<file path="src/sv/pdfm_pkg.sv">
// pdfm_pkg: shared types and constants of the pwm duty and frequency meter
// used by the controller, the datapath and the top level
package pdfm_pkg;

  localparam int IN_TDATA_W  = 8;
  localparam int OUT_TDATA_W = 56;
  localparam int DUTY_W      = 7;
  localparam int OUT16_W     = 16;
  localparam int CLOCK_HZ_W  = 24;

  localparam logic [CLOCK_HZ_W-1:0] CLOCK_HZ_RESET  = 24'd8000000;
  localparam logic                  FILTER_ON_RESET = 1'b1;

  // register index taken from paddr[2]
  localparam logic REG_CLOCK_HZ  = 1'b0;
  localparam logic REG_FILTER_ON = 1'b1;

  typedef struct packed {
    logic tick;
    logic cap_rise;
    logic cap_fall;
    logic cap_end;
    logic prep;
    logic div_start;
    logic div_sel_freq;
    logic latch_duty;
    logic latch_freq;
    logic emit;
  } pdfm_cmd_t;

  typedef struct packed {
    logic start;
    logic rise;
    logic fall;
    logic in_range;
    logic div_done;
    logic out_busy;
  } pdfm_sts_t;

endpackage

</file>
<file path="src/sv/pdfm_div.sv">
// pdfm_div: restoring divider, one quotient bit per cycle
// no package dependency
module pdfm_div #(
  parameter int DW = 24,
  parameter int VW = 16
) (
  input  logic          clk,
  input  logic          rst_n,
  input  logic          start,
  input  logic [DW-1:0] dividend,
  input  logic [VW-1:0] divisor,
  output logic          done,
  output logic [DW-1:0] quotient
);

  localparam int CW = $clog2(DW + 1);

  logic          busy_r, busy_nxt;
  logic [CW-1:0] cnt_r, cnt_nxt;
  logic [DW-1:0] quo_r, quo_nxt;
  logic [VW-1:0] rem_r, rem_nxt;
  logic [VW:0]   shifted;
  logic [VW:0]   diff;
  logic          ge;

  assign shifted = {rem_r, quo_r[DW-1]};
  assign diff    = shifted - {1'b0, divisor};
  assign ge      = shifted >= {1'b0, divisor};

  always_comb begin
    busy_nxt = busy_r;
    cnt_nxt  = cnt_r;
    quo_nxt  = quo_r;
    rem_nxt  = rem_r;
    if (start) begin
      busy_nxt = 1'b1;
      cnt_nxt  = CW'(DW);
      quo_nxt  = dividend;
      rem_nxt  = '0;
    end else if (busy_r) begin
      if (cnt_r != '0) begin
        cnt_nxt = cnt_r - 1'b1;
        quo_nxt = {quo_r[DW-2:0], ge};
        rem_nxt = ge ? diff[VW-1:0] : shifted[VW-1:0];
      end else begin
        busy_nxt = 1'b0;
      end
    end
  end

  always_ff @(posedge clk) begin
    if (!rst_n) begin
      busy_r <= 1'b0;
      cnt_r  <= '0;
    end else begin
      busy_r <= busy_nxt;
      cnt_r  <= cnt_nxt;
    end
    quo_r <= quo_nxt;
    rem_r <= rem_nxt;
  end

  assign done     = busy_r && (cnt_r == '0);
  assign quotient = quo_r;

endmodule

</file>
<file path="src/sv/pdfm_dp.sv">
// pdfm_dp: tick counter, noise filter, edge captures, divider and result register
// depends on pdfm_pkg and pdfm_div
module pdfm_dp
  import pdfm_pkg::*;
#(
  parameter int COUNT_BITS     = 16,
  parameter int FILTER_SAMPLES = 4
) (
  input  logic                   clk,
  input  logic                   rst_n,
  input  pdfm_cmd_t              cmd,
  output pdfm_sts_t              sts,
  input  logic                   start_req,
  input  logic                   level,
  input  logic [CLOCK_HZ_W-1:0]  clock_hz,
  input  logic                   noise_filter_on,
  input  logic                   out_tready,
  output logic                   out_tvalid,
  output logic [OUT_TDATA_W-1:0] out_tdata
);

  localparam int DW = (COUNT_BITS + DUTY_W > CLOCK_HZ_W) ? COUNT_BITS + DUTY_W : CLOCK_HZ_W;

  logic [COUNT_BITS-1:0]     tick_r, tick_nxt;
  logic [FILTER_SAMPLES-1:0] hist_r, hist_nxt;
  logic                      filt_r, filt_nxt;
  logic [COUNT_BITS-1:0]     rise_stamp_r, rise_stamp_nxt;
  logic [COUNT_BITS-1:0]     fall_stamp_r, fall_stamp_nxt;
  logic [COUNT_BITS-1:0]     end_stamp_r, end_stamp_nxt;
  logic [COUNT_BITS-1:0]     high_r, high_nxt;
  logic [COUNT_BITS-1:0]     period_r, period_nxt;
  logic                      in_range_r, in_range_nxt;
  logic [DUTY_W-1:0]         duty_r, duty_nxt;
  logic [OUT16_W-1:0]        freq_r, freq_nxt;
  logic                      out_valid_r, out_valid_nxt;
  logic [OUT_TDATA_W-1:0]    out_data_r, out_data_nxt;
  logic [DW-1:0]             high_ext;
  logic [DW-1:0]             dividend;
  logic [DW-1:0]             quotient;
  logic                      div_done;

  function automatic logic [OUT16_W-1:0] sat16(input logic [31:0] v);
    return (v > 32'd65535) ? 16'hFFFF : v[15:0];
  endfunction

  // sample filter and edge detect
  assign hist_nxt = FILTER_SAMPLES'({hist_r, level});

  always_comb begin
    filt_nxt = filt_r;
    if (!noise_filter_on) begin
      filt_nxt = level;
    end else if (&hist_nxt) begin
      filt_nxt = 1'b1;
    end else if (~|hist_nxt) begin
      filt_nxt = 1'b0;
    end
  end

  assign tick_nxt       = cmd.tick ? tick_r + 1'b1 : tick_r;
  assign rise_stamp_nxt = cmd.cap_rise ? tick_r : rise_stamp_r;
  assign fall_stamp_nxt = cmd.cap_fall ? tick_r : fall_stamp_r;
  assign end_stamp_nxt  = cmd.cap_end ? tick_r : end_stamp_r;

  assign high_nxt     = cmd.prep ? fall_stamp_r - rise_stamp_r : high_r;
  assign period_nxt   = cmd.prep ? end_stamp_r - rise_stamp_r : period_r;
  assign in_range_nxt = cmd.prep ? (rise_stamp_r < fall_stamp_r) && (fall_stamp_r < end_stamp_r)
                                 : in_range_r;

  // high * 100 as shifted sum
  assign high_ext = DW'(high_r);
  assign dividend = cmd.div_sel_freq ? DW'(clock_hz)
                                     : (high_ext << 6) + (high_ext << 5) + (high_ext << 2);

  pdfm_div #(
    .DW (DW),
    .VW (COUNT_BITS)
  ) u_div (
    .clk      (clk),
    .rst_n    (rst_n),
    .start    (cmd.div_start),
    .dividend (dividend),
    .divisor  (period_r),
    .done     (div_done),
    .quotient (quotient)
  );

  assign duty_nxt = cmd.latch_duty ? quotient[DUTY_W-1:0] : duty_r;
  assign freq_nxt = cmd.latch_freq ? ((quotient > DW'(32'd65535)) ? 16'hFFFF : quotient[15:0])
                                   : freq_r;

  always_comb begin
    out_valid_nxt = out_valid_r;
    out_data_nxt  = out_data_r;
    if (cmd.emit) begin
      out_valid_nxt = 1'b1;
      if (in_range_r) begin
        out_data_nxt = {sat16(32'(period_r)), sat16(32'(high_r)), freq_r, duty_r, 1'b1};
      end else begin
        out_data_nxt = '0;
      end
    end else if (out_tready) begin
      out_valid_nxt = 1'b0;
    end
  end

  always_ff @(posedge clk) begin
    if (!rst_n) begin
      tick_r       <= '0;
      hist_r       <= '0;
      filt_r       <= 1'b0;
      rise_stamp_r <= '0;
      fall_stamp_r <= '0;
      in_range_r   <= 1'b0;
      out_valid_r  <= 1'b0;
    end else begin
      tick_r       <= tick_nxt;
      if (cmd.tick) begin
        hist_r <= hist_nxt;
        filt_r <= filt_nxt;
      end
      rise_stamp_r <= rise_stamp_nxt;
      fall_stamp_r <= fall_stamp_nxt;
      in_range_r   <= in_range_nxt;
      out_valid_r  <= out_valid_nxt;
    end
    end_stamp_r <= end_stamp_nxt;
    high_r      <= high_nxt;
    period_r    <= period_nxt;
    duty_r      <= duty_nxt;
    freq_r      <= freq_nxt;
    out_data_r  <= out_data_nxt;
  end

  assign sts.start    = start_req;
  assign sts.rise     = ~filt_r & filt_nxt;
  assign sts.fall     = filt_r & ~filt_nxt;
  assign sts.in_range = in_range_r;
  assign sts.div_done = div_done;
  assign sts.out_busy = out_valid_r & ~out_tready;

  assign out_tvalid = out_valid_r;
  assign out_tdata  = out_data_r;

endmodule

</file>
<file path="src/sv/pdfm_ctrl.sv">
// pdfm_ctrl: measurement phase and division sequencing state machine
// depends on pdfm_pkg
module pdfm_ctrl
  import pdfm_pkg::*;
(
  input  logic      clk,
  input  logic      rst_n,
  input  logic      in_tvalid,
  output logic      in_tready,
  input  pdfm_sts_t sts,
  output pdfm_cmd_t cmd
);

  localparam logic [2:0] ST_IDLE  = 3'd0;
  localparam logic [2:0] ST_RISE1 = 3'd1;
  localparam logic [2:0] ST_FALL  = 3'd2;
  localparam logic [2:0] ST_RISE2 = 3'd3;
  localparam logic [2:0] ST_PREP  = 3'd4;
  localparam logic [2:0] ST_DLOAD = 3'd5;
  localparam logic [2:0] ST_DUTY  = 3'd6;
  localparam logic [2:0] ST_FREQ  = 3'd7;
  localparam logic [2:0] ST_EMIT  = ST_IDLE;

  logic [2:0] state_r, state_nxt;
  logic       emit_r, emit_nxt;
  logic       in_fire;

  assign in_tready = !emit_r && (state_r == ST_IDLE || state_r == ST_RISE1 ||
                                 state_r == ST_FALL || state_r == ST_RISE2);
  assign in_fire   = in_tvalid && in_tready;

  always_comb begin
    state_nxt = state_r;
    emit_nxt  = emit_r;
    cmd       = '0;
    cmd.tick  = in_fire;
    if (emit_r) begin
      // result pending in idle: hand it to the output register
      if (!sts.out_busy) begin
        cmd.emit = 1'b1;
        emit_nxt = 1'b0;
      end
    end else begin
      unique case (state_r) inside
        ST_IDLE, ST_RISE1, ST_FALL, ST_RISE2: begin
          if (in_fire) begin
            if (sts.start) begin
              state_nxt = ST_RISE1;
            end else if (state_r == ST_RISE1 && sts.rise) begin
              cmd.cap_rise = 1'b1;
              state_nxt    = ST_FALL;
            end else if (state_r == ST_FALL && sts.fall) begin
              cmd.cap_fall = 1'b1;
              state_nxt    = ST_RISE2;
            end else if (state_r == ST_RISE2 && sts.rise) begin
              cmd.cap_end = 1'b1;
              state_nxt   = ST_PREP;
            end
          end
        end
        ST_PREP: begin
          cmd.prep  = 1'b1;
          state_nxt = ST_DLOAD;
        end
        ST_DLOAD: begin
          if (sts.in_range) begin
            cmd.div_start = 1'b1;
            state_nxt     = ST_DUTY;
          end else begin
            state_nxt = ST_EMIT;
            emit_nxt  = 1'b1;
          end
        end
        ST_DUTY: begin
          if (sts.div_done) begin
            cmd.latch_duty   = 1'b1;
            cmd.div_start    = 1'b1;
            cmd.div_sel_freq = 1'b1;
            state_nxt        = ST_FREQ;
          end
        end
        ST_FREQ: begin
          if (sts.div_done) begin
            cmd.latch_freq = 1'b1;
            state_nxt      = ST_EMIT;
            emit_nxt       = 1'b1;
          end
        end
        default: begin
          state_nxt = ST_IDLE;
        end
      endcase
    end
  end

  always_ff @(posedge clk) begin
    if (!rst_n) begin
      state_r <= ST_IDLE;
      emit_r  <= 1'b0;
    end else begin
      state_r <= state_nxt;
      emit_r  <= emit_nxt;
    end
  end

`ifndef SYNTHESIS
  a_prep_then_load: assert property (@(posedge clk) disable iff (!rst_n)
    (state_r == ST_PREP && !emit_r) |=> (state_r == ST_DLOAD))
    else $error("prep not followed by divider load");

  a_emit_not_busy: assert property (@(posedge clk) disable iff (!rst_n)
    cmd.emit |-> !sts.out_busy)
    else $error("result written over a held result");

  a_end_to_prep: assert property (@(posedge clk) disable iff (!rst_n)
    cmd.cap_end |=> (state_r == ST_PREP && !in_tready))
    else $error("third capture not followed by prep");

  a_div_only_in_range: assert property (@(posedge clk) disable iff (!rst_n)
    cmd.div_start |-> sts.in_range)
    else $error("division started on out of range captures");
`endif

endmodule

</file>
<file path="src/sv/pwm_duty_frequency_meter_top.sv">
// pwm_duty_frequency_meter_top: register port, controller and datapath of the meter
// depends on pdfm_pkg, pdfm_ctrl, pdfm_dp
//
// usage
//   input stream: one request per clock tick of the measured signal, carrying
//   start_req and the sampled level; every accepted request advances the tick
//   counter by one. after a start, the first rising, the next falling and the
//   next rising edge of the (optionally filtered) level are captured.
//   output stream: one result per completed measurement with in_range, duty,
//   frequency, high time and period; out of range captures give zeros.
//   throughput: one input request per cycle while capturing. the request that
//   completes a measurement is followed by in_tready low while the captures are
//   prepared and, when in range, the shared one-bit-per-cycle divider, DW =
//   max(COUNT_BITS+7, 24) bits wide, runs twice, for duty and then frequency.
//   the result appears on out_tvalid as in_tready returns high.
//   stall: a held result does not block input; a second result waits in the
//   controller, with in_tready low, until the first has been taken.
//   reset: counter, filter, rise and fall captures cleared, measurement idle,
//   registers at clock_hz 8000000, noise_filter_on 1; map: 0x0 clock_hz, 0x4 filter
module pwm_duty_frequency_meter_top
  import pdfm_pkg::*;
#(
  parameter int COUNT_BITS     = 16,
  parameter int FILTER_SAMPLES = 4
) (
  input  logic                   clk,
  input  logic                   rst_n,
  input  logic                   in_tvalid,
  output logic                   in_tready,
  input  logic [IN_TDATA_W-1:0]  in_tdata,    // [0] start_req, [1] level
  output logic                   out_tvalid,
  input  logic                   out_tready,
  output logic [OUT_TDATA_W-1:0] out_tdata,   // [0] in_range, [7:1] duty_percent,
                                              // [23:8] frequency_hz, [39:24] high_ticks,
                                              // [55:40] period_ticks
  input  logic                   cfg_psel,
  input  logic                   cfg_penable,
  input  logic                   cfg_pwrite,
  input  logic [2:0]             cfg_paddr,
  input  logic [31:0]            cfg_pwdata,
  output logic [31:0]            cfg_prdata,
  output logic                   cfg_pready
);

  logic [CLOCK_HZ_W-1:0] clock_hz_r, clock_hz_nxt;
  logic                  filter_on_r, filter_on_nxt;
  logic                  cfg_wr;
  pdfm_cmd_t             cmd;
  pdfm_sts_t             sts;

  assign cfg_pready = 1'b1;
  assign cfg_wr     = cfg_psel && cfg_penable && cfg_pwrite && cfg_pready;

  always_comb begin
    clock_hz_nxt  = clock_hz_r;
    filter_on_nxt = filter_on_r;
    if (cfg_wr) begin
      unique case (cfg_paddr[2])
        REG_CLOCK_HZ:  clock_hz_nxt  = cfg_pwdata[CLOCK_HZ_W-1:0];
        REG_FILTER_ON: filter_on_nxt = cfg_pwdata[0];
        default:       clock_hz_nxt  = clock_hz_r;
      endcase
    end
  end

  always_comb begin
    unique case (cfg_paddr[2])
      REG_CLOCK_HZ:  cfg_prdata = 32'(clock_hz_r);
      REG_FILTER_ON: cfg_prdata = 32'(filter_on_r);
      default:       cfg_prdata = '0;
    endcase
  end

  always_ff @(posedge clk) begin
    if (!rst_n) begin
      clock_hz_r  <= CLOCK_HZ_RESET;
      filter_on_r <= FILTER_ON_RESET;
    end else begin
      clock_hz_r  <= clock_hz_nxt;
      filter_on_r <= filter_on_nxt;
    end
  end

  pdfm_ctrl u_ctrl (
    .clk       (clk),
    .rst_n     (rst_n),
    .in_tvalid (in_tvalid),
    .in_tready (in_tready),
    .sts       (sts),
    .cmd       (cmd)
  );

  pdfm_dp #(
    .COUNT_BITS     (COUNT_BITS),
    .FILTER_SAMPLES (FILTER_SAMPLES)
  ) u_dp (
    .clk             (clk),
    .rst_n           (rst_n),
    .cmd             (cmd),
    .sts             (sts),
    .start_req       (in_tdata[0]),
    .level           (in_tdata[1]),
    .clock_hz        (clock_hz_r),
    .noise_filter_on (filter_on_r),
    .out_tready      (out_tready),
    .out_tvalid      (out_tvalid),
    .out_tdata       (out_tdata)
  );

endmodule
</file>
<file path="config.mk">
export PLATFORM = sky130hd
export DESIGN_NAME = pwm_duty_frequency_meter_top
export DESIGN_NICKNAME = d
export VERILOG_FILES = /design/src/sv/pdfm_pkg.sv /design/src/sv/pdfm_div.sv /design/src/sv/pdfm_dp.sv /design/src/sv/pdfm_ctrl.sv /design/src/sv/pwm_duty_frequency_meter_top.sv
export SDC_FILE = /design/constraint.sdc
export NUM_CORES = 1
export LEC_CHECK = 0
export ABC_CLOCK_PERIOD_IN_PS = 4800
export BUFFER_PORTS_ARGS = -buffer_cell sky130_fd_sc_hd__buf_2
export CAP_MARGIN = 25
export CORE_MARGIN = 4
export CORE_UTILIZATION = 33
export DETAILED_ROUTE_END_ITERATION = 7
export GPL_ROUTABILITY_DRIVEN = 0
export HOLD_SLACK_MARGIN = 0.02
export RECOVER_POWER = 25
export SKIP_LAST_GASP = 1
export SLEW_MARGIN = 20
export SYNTH_ARGS = -nofsm -noshare
export SYNTH_HDL_FRONTEND = slang
export SYNTH_HIERARCHICAL = 1
export SYNTH_SLANG_ARGS = --single-unit
</file>
<file path="constraint.sdc">
create_clock -name clk -period 4.8 [get_ports clk]
set_input_delay 0.48 -clock clk [delete_from_list [all_inputs] [get_ports clk]]
set_output_delay 0.48 -clock clk [all_outputs]
set_load 0.1 [all_outputs]
</file>
# Word level (Yosys, flattened, before mapping)

Cells that the tools add are included.

Register bits after elaboration: 256
Input bits: 50
Output and inout bits: 91
Logic and storage cells: 131

Add/sub/neg operators: 7
Order comparisons: 4
Equality and inequality tests: 11
Multiplexer cells: 49
Bitwise gates (word level): 9
Reductions and logical operators: 28

Operators by type and width:

| operator                                             | number |
|---|---|
| 2-to-1 mux 24 bit                                    | 4 |
| case mux 32 bit (2 select lines)                     | 1 |
| subtractor 16 bit                                    | 3 |
| 2-to-1 mux 3 bit                                     | 12 |
| < comparator 16 bit                                  | 2 |
| adder 23 x 18 -> 24 bit                              | 1 |
| > comparator 24 x 16 -> 1 bit, second input constant | 1 |
| adder 22 x 21 -> 23 bit                              | 1 |
| 2-to-1 mux 1 bit                                     | 22 |
| >= comparator 17 x 16 -> 1 bit                       | 1 |
| adder 16 x 1 -> 16 bit, second input constant        | 1 |
| 2-to-1 mux 16 bit                                    | 1 |
| 2-to-1 mux 5 bit                                     | 3 |
| case mux 3 bit (5 select lines)                      | 1 |
| equality test 3 bit, second input constant           | 4 |
| logical AND 1 bit                                    | 9 |
| 2-to-1 mux 8 bit                                     | 1 |
| AND reduction 2 bit                                  | 4 |
| OR reduction 4 bit                                   | 2 |
| equality test 3 x 2 -> 1 bit, second input constant  | 2 |
| != test 2 x 1 -> 1 bit, second input constant        | 3 |
| inverter 1 bit                                       | 6 |
| nonzero test 2 bit                                   | 3 |
| zero test 5 bit                                      | 1 |
| other kinds (13)                                     | 19 |

# Logic depth before layout (Yosys ltp)

Gate-level depths: netlist of run 1.

Depth in word-level cells: 15
Depth in mapped cells: 15
Depth with buffers taken out: 12

# By module

Netlist of run 1, hierarchy kept.

By module, submodules not included:

| module                       | instances | cells an instance | area each (µm²) | seq. area each (µm²) |
|---|---|---|---|---|
| pdfm_dp                      | 1         | 862               | 9,664.3         | 4,894.7 |
| pdfm_div                     | 1         | 297               | 2,944.1         | 1,161.1 |
| pwm_duty_frequency_meter_top | 1         | 147               | 1,310.0         | 500.5 |
| pdfm_ctrl                    | 1         | 56                | 421.7           | 80.1 |

# Worst setup path before layout of run 1

Ideal clock, no wire load.

Path type: register to register
From: register u_dp.out_valid_r, in the netlist u_dp/out_tvalid
To: register u_dp.out_data_r[0], in the netlist u_dp/out_tdata[0] (enable)
Library setup time: 0.478 ns
Arrival time: 3.481 ns
Data required time: 4.322 ns
Path slack: 0.841 ns
Stages on the path, launching flop included: 3
Buffers on the path: 0
Period minus slack after synthesis: 3.959 ns
Cells stage by stage: dfxtp_1 -> nor2b_1 -> nor2b_1

RTL lines:

| what                   | line           | source |
|---|---|---|
| start, declared        | pdfm_dp.sv:35  | `logic out_valid_r, out_valid_nxt;` |
| start signal, assigned | pdfm_dp.sv:125 | `out_valid_r <= out_valid_nxt;` |
| end signal, assigned   | pdfm_dp.sv:132 | `out_data_r <= out_data_nxt;` |
| end, declared          | pdfm_dp.sv:36  | `logic [OUT_TDATA_W-1:0] out_data_r, out_data_nxt;` |

==> metrics.txt, run 1 <==
outcome finished with violations; violations in the final reports capacitance limit, slew limit; EDFF count, synth 151; number of synthesized register bits 256; Clk pwr share 0.455; die area 0.0469 mm²; # DRC 0; Longest Clk Path Bufs 3; Slew @ Worst Pin 3.50 ns; cell taking the most area after synthesis edfxtp_1; final WL 32200 µm; wl on met1 14800 µm; Vias 9903; IO Port Bufs 115; vias in the first global route 9851; Critical Path Fanout Max 56; Top FF cell, synth edfxtp_1; met3 WL 1090 µm; WP data arrival 3.73 ns; reg2reg setup slack 1.16 ns; Period minus WS final 3.64 ns; top-area cell type share of the netlist area 0.316; Clk pin slew, worst setup/hold paths 0.06 ns; io pins 141; final slew viol count 231; critical path type register to register; PwrDens 298 mW/mm²; starting density of the core 0.334; HP Class input port to register; via/cell ratio 4.79; uppermost routed layer met5; register share of total power 0.481; final hold vios 0; most common cell in the synthesized netlist edfxtp_1; combinational share of power 0.064; Critical Path Sink Type register; Final Setup Violations 0; Root Buffer clkbuf_16; Rows 76; Hold WS 0.167 ns; met2 routed WL 15300 µm; RSZ-0062 raised after global routing no; share of synthesized registers carrying an async set or reset 0; antenna-violating nets left 0; share of layout cells above drive strength 1 0.163; Rel. slew slack -1.33; antenna violations before repair 1; Max Fclk 275 MHz; crit start category register; chip height 216 µm; Max Cap Viol 3; synth cell count leaders 151 x edfxtp_1, 108 x nand2_1, 105 x dfxtp_1; Clk Latency, worst-skew pair 0.56 ns; drt wl/cell 15.6 µm; # hold bufs at CTS 0; switching part of the total 0.233; Yosys cell types 79; Final Util 0.381; Int Power 3.74 mW; P_sw 1.14 mW; synth top area cells edfxtp_1 32%, dfxtp_1 15%, ha_1 7.4%; Diodes inserted 0; synthesized area 0.0143 mm²; Tcrit/Tclk final 0.759; # resized after CTS 0; die span in x 216 µm; Post-CTS Setup Bufs 0; Req. time, crit path 4.89 ns; worst vdd ir 0.207 mV; final net count 1610; clk_skew 0.0124 ns; CTS tree done; First-pass DRT Iterations 5; Syn Area/Cell 10.5 µm²; Power Total 4.88 mW; GR Overflow Total 0; pin count of the biggest net entering global routing 113; Sinks on Clock Net 256; H-tree depth 1; gate count of the mapped netlist 1362; Area Growth Syn to Fin 14.1%; Leak 6.12 nW; GRT Total Usage 0.134; YS warnings 6; TritonCTS buffer count 28; first-pass GRT wire length 51700 µm; area of the core 0.0430 mm²; Setup TNS Final 0 ns; max reg flops 56; Initial DRC Count 416; DPL Wire Length 23700 µm; post-synthesis sequential area ratio 0.463
cell families (layout without fill, tap and decap cells):
| family | Yosys count | count (layout) | synth area share |
|---|---|---|---|
| buffers and inverters | 146 | 258 | 0.0469 |
| XOR/XNOR | 60 | 60 | 0.0366 |
| flip-flops | 256 | 256 | 0.463 |
| other | 2 | 9 | 0.000524 |
| AND/OR/NAND/NOR | 454 | 454 | 0.173 |
| AO/OA/AOI/OAI | 242 | 242 | 0.111 |
| multiplexers | 101 | 101 | 0.0730 |
| adder cells (fa/ha/maj) | 101 | 101 | 0.0965 |
path summary, 6_finish.rpt:
path             startpoint            endpoint  cells past startpoint
max           u_ctrl/emit_r  u_dp/out_tdata[34]                      2
min          cfg_pwdata[13]      clock_hz_r[13]                      3
max reg2reg   u_ctrl/emit_r  u_dp/out_tdata[34]                      2
min reg2reg  clock_hz_r[23]      clock_hz_r[23]                      2
cell type report:
| type | instances | area (µm²) |
|---|---|---|
| Fill cell | 4293 | 26600 |
| Multi-Input combinational cell | 967 | 7080 |
| Sequential cell | 256 | 6640 |
| Tap cell | 585 | 732 |
| Inverter | 81 | 304 |
| Clock buffer | 36 | 782 |
| Clock inverter | 16 | 188 |
| Timing Repair Buffer | 125 | 639 |
routing by layer:
metal | vias up | GRT usage
li1 | 4991 | -
met2 | 133 | 0.230
met4 | 2 | 0.0433
met3 | 52 | 0.0215
met1 | 4725 | 0.173
met5 | - | 0
power by group through the flow:
| stage | clock network, mW | registers, mW | logic [mW] |
|---|---|---|---|
| 6_report | 2.22 | 2.35 | 0.313 |
| 2_1_floorplan | 0 | 2.41 | 0.241 |
| 3_5_place_dp | 0 | 2.40 | 0.314 |
| 5_1_grt | 2.37 | 2.35 | 0.342 |
| 4_1_cts | 2.29 | 2.35 | 0.316 |
| 3_3_place_gp | 0 | 2.39 | 0.311 |
worst max-delay path: stages, from the launching register on:
cell	delay (ns)
dfxtp_1	0.44
nor2b_1	0.20
clkbuf_1	2.47
through the flow:
stage                     instances  setup slack (ns)  area [µm²]
after floorplan                1369             0.841       14400
after global placement         2014              1.39       15400
after detailed placement       2014              1.39       15400
after CTS                      2066              1.34       16400
after global routing           2066             0.882       16400
final                          2066              1.16       16400
layout by cell type, fill, tap and decap left out, types with 10 or more instances in the layout:
cell	netlist	routed
a211oi_1	14	14
a21o_1	14	14
a21oi_1	63	63
a31oi_1	10	10
and2_0	0	37
and2_1	78	41
buf_2	4	114
clkbuf_16	0	29
dfxtp_1	105	105
edfxtp_1	151	151
fa_1	16	16
ha_1	85	85
inv_1	81	81
mux2_2	29	29
mux2i_1	72	72
nand2_1	108	107
nand3_1	19	19
nand4_1	13	13
nor2_1	57	56
nor2b_1	87	85
nor3_1	18	17
o21a_1	14	14
o21ai_0	64	64
or2_2	19	19
xnor2_1	40	40
xor2_1	20	20
No activity file was read; power rests on OpenSTA's default activity.
==> run 2: changes to the inputs <==
--- a/config.mk
+++ b/config.mk
@@ -5,7 +5,7 @@
 export SDC_FILE = /design/constraint.sdc
 export NUM_CORES = 1
 export LEC_CHECK = 0
-export ABC_CLOCK_PERIOD_IN_PS = 4800
+export ABC_CLOCK_PERIOD_IN_PS = 3200
 export BUFFER_PORTS_ARGS = -buffer_cell sky130_fd_sc_hd__buf_2
 export CAP_MARGIN = 25
 export CORE_MARGIN = 4
==> constraint.sdc (replaced) <==
create_clock -name clk -period 3.2 [get_ports clk]
set_input_delay 0.32 -clock clk [delete_from_list [all_inputs] [get_ports clk]]
set_output_delay 0.32 -clock clk [all_outputs]
set_load 0.1 [all_outputs]
==> run 2 against run 1 <==
Against the previous run:
- the run still ends with capacitance limit, slew limit left
- sequential share of layout area is 1.1 points lower
- global-route usage is 0.26 points higher
- first-iteration DRC count is 24% higher
- design area is 2.9% higher
- critical path depth is 7 higher
- die area stayed put
- combinational power is 67% higher
- cell count is 2.7% higher
- worst setup slack worse by 1.1 ns
- routed wire length is 1.2% higher
- via count is 2.5% higher
- total power is 46% higher
==> metrics.txt, run 2 (synthesis gave the netlist of run 1 again) <==
crit start category register (unchanged); Longest Clk Path Bufs 3 (unchanged); Vias 10200 (was 9903); Req. time, crit path 3.51 ns (was 4.89 ns); TritonCTS buffer count 27 (was 28); outcome finished with violations (unchanged); GR Overflow Total 0 (unchanged); clk_skew 0.0138 ns (was 0.0124 ns); IO Port Bufs 115 (unchanged); HP Class input port to register (unchanged); drt wl/cell 15.4 µm (was 15.6 µm); Slew @ Worst Pin 2.25 ns (was 3.50 ns); DPL Wire Length 24300 µm (was 23700 µm); combinational share of power 0.073 (was 0.064); Rows 76 (unchanged); Clk Latency, worst-skew pair 0.56 ns (about the same); Clk pin slew, worst setup/hold paths 0.07 ns (was 0.06 ns); Sinks on Clock Net 256 (unchanged); final slew viol count 132 (was 231); critical path type register to register (unchanged); Max Cap Viol 3 (unchanged); final WL 32600 µm (was 32200 µm); commonest non-fill, non-tap cells in the layout 151 x edfxtp_1, 114 x buf_2, 108 x nand2_1 (was 151 x edfxtp_1, 114 x buf_2, 107 x nand2_1); Max Fclk 321 MHz (was 275 MHz); Clk pwr share 0.433 (was 0.455); Fillers 4247 (was 4293); pin count of the biggest net entering global routing 63 (was 113); Final Util 0.392 (was 0.381); Int Power 5.43 mW (was 3.74 mW); violations in the final reports capacitance limit, slew limit (unchanged); RSZ-0062 raised after global routing yes (was no); Final Setup Violations 0 (unchanged); die area 0.0469 mm² (unchanged); Critical Path Sink Type register (unchanged); placed standard-cell area 0.0157 mm² (was 0.0154 mm²); Area Growth Syn to Fin 17.4% (was 14.1%); die span in x 216 µm (unchanged); register share of total power 0.493 (was 0.481); Rel. slew slack -0.500 (was -1.33); PwrDens 424 mW/mm² (was 298 mW/mm²); WP data arrival 3.42 ns (was 3.73 ns); starting density of the core 0.334 (unchanged); first-pass GRT wire length 52800 µm (was 51700 µm); final hold vios 0 (unchanged); share of layout cells above drive strength 1 0.182 (was 0.163); Critical Path Fanout Max 4 (was 56); max reg flops 56 (unchanged); CTS tree done (unchanged); area of the core 0.0430 mm² (unchanged); Root Buffer clkbuf_16 (unchanged); io pins 141 (unchanged); First-pass DRT Iterations 4 (was 5); final net count 1666 (was 1610); Period minus WS final 3.12 ns (was 3.64 ns); # DRC 0 (unchanged); Initial DRC Count 516 (was 416); most common cell after layout, fill and taps aside edfxtp_1 (unchanged); chip height 216 µm (unchanged); P_sw 1.71 mW (was 1.14 mW); Hold WS 0.0469 ns (was 0.167 ns); worst vdd ir 0.336 mV (was 0.207 mV); Finished Cell Area 0.0168 mm² (was 0.0164 mm²); vias in the first global route 9993 (was 9851); Tcrit/Tclk final 0.973 (was 0.759); Leak 6.36 nW (was 6.12 nW); switching part of the total 0.239 (was 0.233); via/cell ratio 4.79 (about the same); antenna violations before repair 1 (unchanged); antenna-violating nets left 0 (unchanged); Diodes inserted 0 (unchanged); GRT Total Usage 0.137 (was 0.134); H-tree depth 1 (unchanged)
[run 2: final cells by class]
type                       instances  area (µm²)  share of cell area
multi-input combinational        967        7120               0.423
sequential                       256        6640               0.394
timing repair buffer             182        1160              0.0689
clock buffer                      35         756              0.0449
tap                              585         732              0.0435
inverter                          81         304              0.0181
clock inverter                    15         128             0.00758
[run 2: critical path, cell delays in order, from the launching register on]
cell,delay (ns)
edfxtp_1,0.51
fa_1,0.48
ha_1,0.32
o21ai_0,0.24
o211ai_1,0.22
a21oi_2,0.19
o21ai_1,0.11
or4_1,0.39
nor3b_1,0.14
mux2_2,0.26
[run 2: through the flow]
step	total power [mW]	setup TNS [ns]	std cells	setup slack, ns
final	7.14	0	2121	0.0848
after global placement	4.08	-0.166	2044	-0.130
after detailed placement	4.08	-0.305	2044	-0.158
after global routing	7.42	-0.283	2121	-0.0730
after CTS	7.23	-0.000221	2118	-0.000221
after floorplan	3.98	0	1369	0.117
[run 2: path summary, 6_finish.rpt]
kind / slack [ns] / startpoint / depth (start not counted) / end
worst max-delay path: 0.08 / u_dp/high_r[6] / 9 / u_dp/u_div/quotient[19]
worst min register to register: 0.47 / clock_hz_r[11] / 2 / clock_hz_r[11]
worst max register to register: 0.08 / u_dp/high_r[6] / 9 / u_dp/u_div/quotient[19]
worst min-delay path: 0.05 / cfg_pwdata[20] / 3 / clock_hz_r[20]
[run 2: repair_timing]
action	in CTS	in global routing
setup endpoints to repair	7	9
hold buffers	23	0
hold endpoints to repair	23	0
pin swaps	0	3
setup buffers	1	3
gates resized for setup	5	7
[run 2: metal layers]
metal / vias up / GRT usage / routed length (µm)
met4: 2 / 0.0326 / 712
met2: 133 / 0.242 / 16200
met1: 4872 / 0.176 / 14500
li1: 5101 / - / -
met3: 43 / 0.0205 / 1120
met5: - / 0 / 13
[run 2: power by group through the flow]
stage | clock (mW) | sequential [mW] | combinational (mW)
2_1_floorplan | 0 | 3.61 | 0.363
3_3_place_gp | 0 | 3.59 | 0.487
3_5_place_dp | 0 | 3.59 | 0.491
4_1_cts | 3.19 | 3.52 | 0.519
5_1_grt | 3.33 | 3.52 | 0.569
6_report | 3.09 | 3.52 | 0.523
